`src/piecewise_linear_interp_assert.svh`:
```
// Assertion macros shared by the piecewise linear interpolator RTL.
`ifndef PIECEWISE_LINEAR_INTERP_ASSERT_SVH
`define PIECEWISE_LINEAR_INTERP_ASSERT_SVH

// The consequent must hold in the same cycle as the antecedent.
`define PLI_ASSERT_HOLDS(label, ante, cons, msg) \
    label: assert property (@(posedge clk) disable iff (!rst_n) (ante) |-> (cons)) \
        else $error(msg);

// The consequent must hold in the cycle after the antecedent.
`define PLI_ASSERT_NEXT(label, ante, cons, msg) \
    label: assert property (@(posedge clk) disable iff (!rst_n) (ante) |=> (cons)) \
        else $error(msg);

`endif

```
`src/pli_ram.sv`:
```
// Generic single-write, single-read RAM with a registered read port.
module pli_ram #(
    parameter int WIDTH = 32,
    parameter int DEPTH = 64
) (
    input  logic                     clk,
    input  logic                     we,
    input  logic [$clog2(DEPTH)-1:0] waddr,
    input  logic [WIDTH-1:0]         wdata,
    input  logic [$clog2(DEPTH)-1:0] raddr,
    output logic [WIDTH-1:0]         rdata
);

    logic [WIDTH-1:0] mem [DEPTH];

    always_ff @(posedge clk)
    begin
        if (we)
        begin
            mem[waddr] <= wdata;
        end
        rdata <= mem[raddr];
    end

endmodule

```
`config.mk`:
```
export PLATFORM = sky130hd
export DESIGN_NAME = pli_ram
export DESIGN_NICKNAME = d
export VERILOG_FILES = /design/src/piecewise_linear_interp_assert.svh /design/src/pli_ram.sv
export SDC_FILE = /design/constraint.sdc
export NUM_CORES = 2
export LEC_CHECK = 0
export BUFFER_PORTS_ARGS = -buffer_cell sky130_fd_sc_hd__clkbuf_2
export CAP_MARGIN = 10
export CORE_AREA = 4 4 347 519
export CTS_CLUSTER_DIAMETER = 100
export DETAILED_ROUTE_END_ITERATION = 6
export DIE_AREA = 0 0 351 523
export GPL_ROUTABILITY_DRIVEN = 0
export PLACE_DENSITY = 0.62
export SLEW_MARGIN = 10
export SYNTH_ARGS = -nofsm -noshare
export SYNTH_HDL_FRONTEND = slang
export SYNTH_SLANG_ARGS = --single-unit
```
`constraint.sdc`:
```
create_clock -name clk -period 12 [get_ports clk]
set_input_delay 2.4 -clock clk [delete_from_list [all_inputs] [get_ports clk]]
set_output_delay 2.4 -clock clk [all_outputs]
set_load 0.02 [all_outputs]
```
# --- Yosys cells after proc, flatten, opt, wreduce, memory -nomap -nowiden ---
# Memory sizes are Yosys's and may differ from the RTL's. A register that Yosys moved wholly into a read port is not among the register bits.
# Cells that the tools add are included.
op_classes:
  magnitude_cmp: 0
  n_div: 0
  shifts: 0
  addsub: 0
  n_eq_ne: 0
  muxes: 2
  n_mul: 0
  n_reduce_logical: 0
  bitwise: 0
ops:
  columns: ["cell", "n"]
  rows:
  - ["$mux 1", 2]
word_totals:
  latch_bits: 0
  ff_bits: 0
  mem_count: 1
  mem_bits_rw: 2048
  mem_bits_ro: 0
mem_list:
  columns: ["memory", "words", "word_bits", "read_ports", "rd_clocked_by_memory_dff", "wr", "line", "source"]
  rows:
  - ["mem", 64, 32, 1, 1, 1, "pli_ram.sv:14", "logic [WIDTH-1:0] mem [DEPTH];"]

# --- Longest topological paths before layout ---
logic_depth:
  ltp_word: 2
  ltp_mapped: 10
  depth_no_buf: 5

# --- Worst setup path after synthesis ---
# Ideal clock, no wire load.
synth_path:
  path_kind: "input port to flip-flop"
  from: "input waddr[3]"
  to: "memory mem[48][0], enable pin"
  setup_slack_ns: 6.440
  n_path_buf: 1
  cell_stages: 4
  arrival_time_ns: 5.099
  path_cell_list: "clkbuf_1 -> nor2b_1 -> nand4b_1 -> nor3_1"
synth_rtl:
  columns: ["element", "line", "source"]
  rows:
  - ["start: declaration", "pli_ram.sv:8", "input logic [$clog2(DEPTH)-1:0] waddr,"]
  - ["end: declaration", "pli_ram.sv:14", null]
# No word-level cell before the write port.

==> results.md <==
* Htree depth at 4
* Cell count after synthesis at 3324
* Worst Path Class, Setup: in -> reg
* Post-DP HPWL at 112000 um
* FP Rows at 188
* Post-DRT Antenna Nets at 0
* DR iter-0 viols at 4250
* 1st-pass router iterations at 7
* DRT Wirelength at 205000 um
* Nature of the critical path endpoint: flop
* Number of port buffers at a little under 80
* Max Cap Viol at 0
* Reg area at approximately 0.062 mm^2
* Area of the multi-input gates at 0.0160 mm^2
* Min-delay src: mem[12][8]$_DFFE_PP_
* Resized cells post-CTS at 0
* GRT overflow at 0
* Mean routed wirelength per cell at around 34 um
* Worst min-delay path class: reg -> reg
* Leakage at approximately 27 nW
* Root Buffer: clkbuf_16
* Synthesis-stage register bit count at 2080
* Place WS at 5540 ps
* Dpl cell area at 0.0825 mm^2
* Initial antenna violation count at 7
* Die area at 0.184 mm^2
* Final Critical Period at roughly 5500 ps
* Vias per cell at 6.08
* Number of nets in the layout at 3580
* Seq/Total Area, Yosys at 79.1%
* Design area at between 0.08 and 0.09 mm^2
* Avg Cell Area, Syn at 23.6 um^2
* Worst Slack Setup Final at 6510 ps
* WHS Endpoint: rdata[8]$_DFF_P_
* Starting density of the core at 44.8%
* CTS clk-pin slew, worst paths at roughly 70 ps
* Vias in the first global route at 37466
* Core area at 0.175 mm^2
* Area delta synth->final at 12.7%
* Cts hold-fix bufs at 0
* Cts bufs inserted at 178
* Relative slew slack at between 20% and 30%
* Cell Area, Synth at 0.0785 mm^2
* Final Setup Violations at 0
* FMAX at 182 MHz
* Ys Warns at 0
* Total chip power at 14.8 mW
* I/O pin total at 78
* First-pass GRT wire length at between 200000 and 300000 um
* VDD IR max at 161 uV
* Worst-Margin Slew at 1150 ps
* Worst flop-to-flop path startpoint: mem[28][10]$_DFFE_PP_
* Post-Syn Nets at 3370
* Die Span Y at 523 um
* Chip width at about 350 um
* Failing checks: DRC
* Layout cells sized above 1 at 29.4%
* RSZ-0062 raised after global routing: false
* Largest net degree at the start of global routing at 105
* Largest buffer count on any clock path at 3
* Fin. max-slew vios at 0
* Crit start category: primary input
* Final hold violation count at 0
* Most frequent cells in the layout: 2048 x edfxtp_1, 544 x mux4_2, 182 x clkbuf_16
* Worst r2r dst: rdata[10]$_DFF_P_
* DRC viols at 1
* Global-route usage over all layers at about 23%
* Max Clock Skew at approximately 25 ps
* Status: complete, but fails checks
* Pwr dens at ~170 mW/mm^2
* TritonCTS clock tree: yes
* Final period util at 45.8%
* Distinct cells, synth at 34
* Flop2flop setup slack at 9640 ps
* TritonCTS Sinks at 2080
* Req. time, crit path at around 13000 ps
* Arr. time, crit path at between 6000 and 7000 ps
* Worst Hold Path Cells at 4
* Crit path max fanout at 47
* Most common library cell in the layout ignoring fill and taps: edfxtp_1
* Setup bufs post-CTS at 0
* R2R depth at 4
* Skew-Pair Late Insertion Delay at about 800 ps
* Setup tns final at 0 ps
* Fill count at 13463
* Total number of vias at 36314
## sequential cells by signal (all words and copies together) (netlist names)
name and cells:
mem 2048, rdata 32
## final cells by class
cell class,count,area share (%)
tap,2280,3.23
sequential,2080,70.3
clock buffer,221,5.38
multi-input combinational,1062,18.1
timing repair buffer,212,1.69
antenna,3,0.00849
clock inverter,112,1.39
## critical path, stage by stage
cell and delay, ps:
buf_8 420, buf_4 670, buf_4 810, mux4_2 610, mux4_2 550, o22ai_1 500, nor2_1 100
## worst max-delay path by stage
stage	end	depth (start not counted)	start
after floorplan	mem[48][0]$_DFFE_PP_	4	waddr[3]
after global placement	rdata[16]$_DFF_P_	7	raddr[0]
after detailed placement	rdata[16]$_DFF_P_	7	raddr[0]
after CTS	rdata[16]$_DFF_P_	7	raddr[0]
after global routing	rdata[16]$_DFF_P_	7	raddr[0]
final	rdata[16]$_DFF_P_	7	raddr[0]
## where the power goes
group | leakage (nW) | switching, mW | internal [mW]
combinational | 5.72 | 0.514 | 0.266
sequential | 18.7 | 0.0409 | 8.04
clock | 2.93 | 2.57 | 3.37
## metal layers
layer | wire (um) | track usage [%] | part of all wire, %
met5 | 7 | 0 | 0.0034
met4 | 8920 | 8.92 | 4.4
met3 | 14300 | 3.60 | 7.0
met2 | 105000 | 38.5 | 51
met1 | 76300 | 29.3 | 37
## synthesized netlist by cell type
cell type	count	area, um^2
o32ai_1	4	35.0
a41o_1	4	40.0
or3_1	3	18.8
nand4b_1	1	8.76
nand2b_1	8	50.1
mux2i_1	93	931
and2_1	2	12.5
nor2_1	137	514
or3b_1	2	17.5
o22ai_1	84	526
or3b_2	3	26.3
a22oi_1	12	90.1
o221ai_1	27	236
buf_1	21	78.8
a21oi_1	62	310
a311oi_1	8	70.1
a31oi_1	1	6.26
buf_4	25	188
and3_1	4	25.0
nor2b_1	15	93.8
dfxtp_1	32	641
mux4_2	544	12300
nand2_1	26	97.6
or2_1	1	6.26
nand3_1	5	25.0
clkbuf_1	74	278
nand4_1	2	12.5
buf_6	5	56.3
nand3b_1	5	37.5
buf_2	57	285
or2_0	1	6.26
or2_2	1	6.26
edfxtp_1	2048	61500
nor3_1	7	35.0
## through the flow
stage | instances | hold WS, ps | util, %
after CTS | 5967 | 740 | 50.5
after global routing | 5968 | 819 | 50.5
after floorplan | 3324 | 663 | -
after global placement | 5634 | 739 | 47.1
final | 5970 | 731 | 50.5
after detailed placement | 5634 | 727 | 47.1
## logic make-up after synthesis
kind of cell | share of synthesized area [%]
flip-flops | 79.1
AND/OR/NAND/NOR | 1.27
multiplexers | 16.8
AO/OA/AOI/OAI | 1.67
buffers and inverters | 1.13
Note: power is estimated with default switching activity, not from simulation.
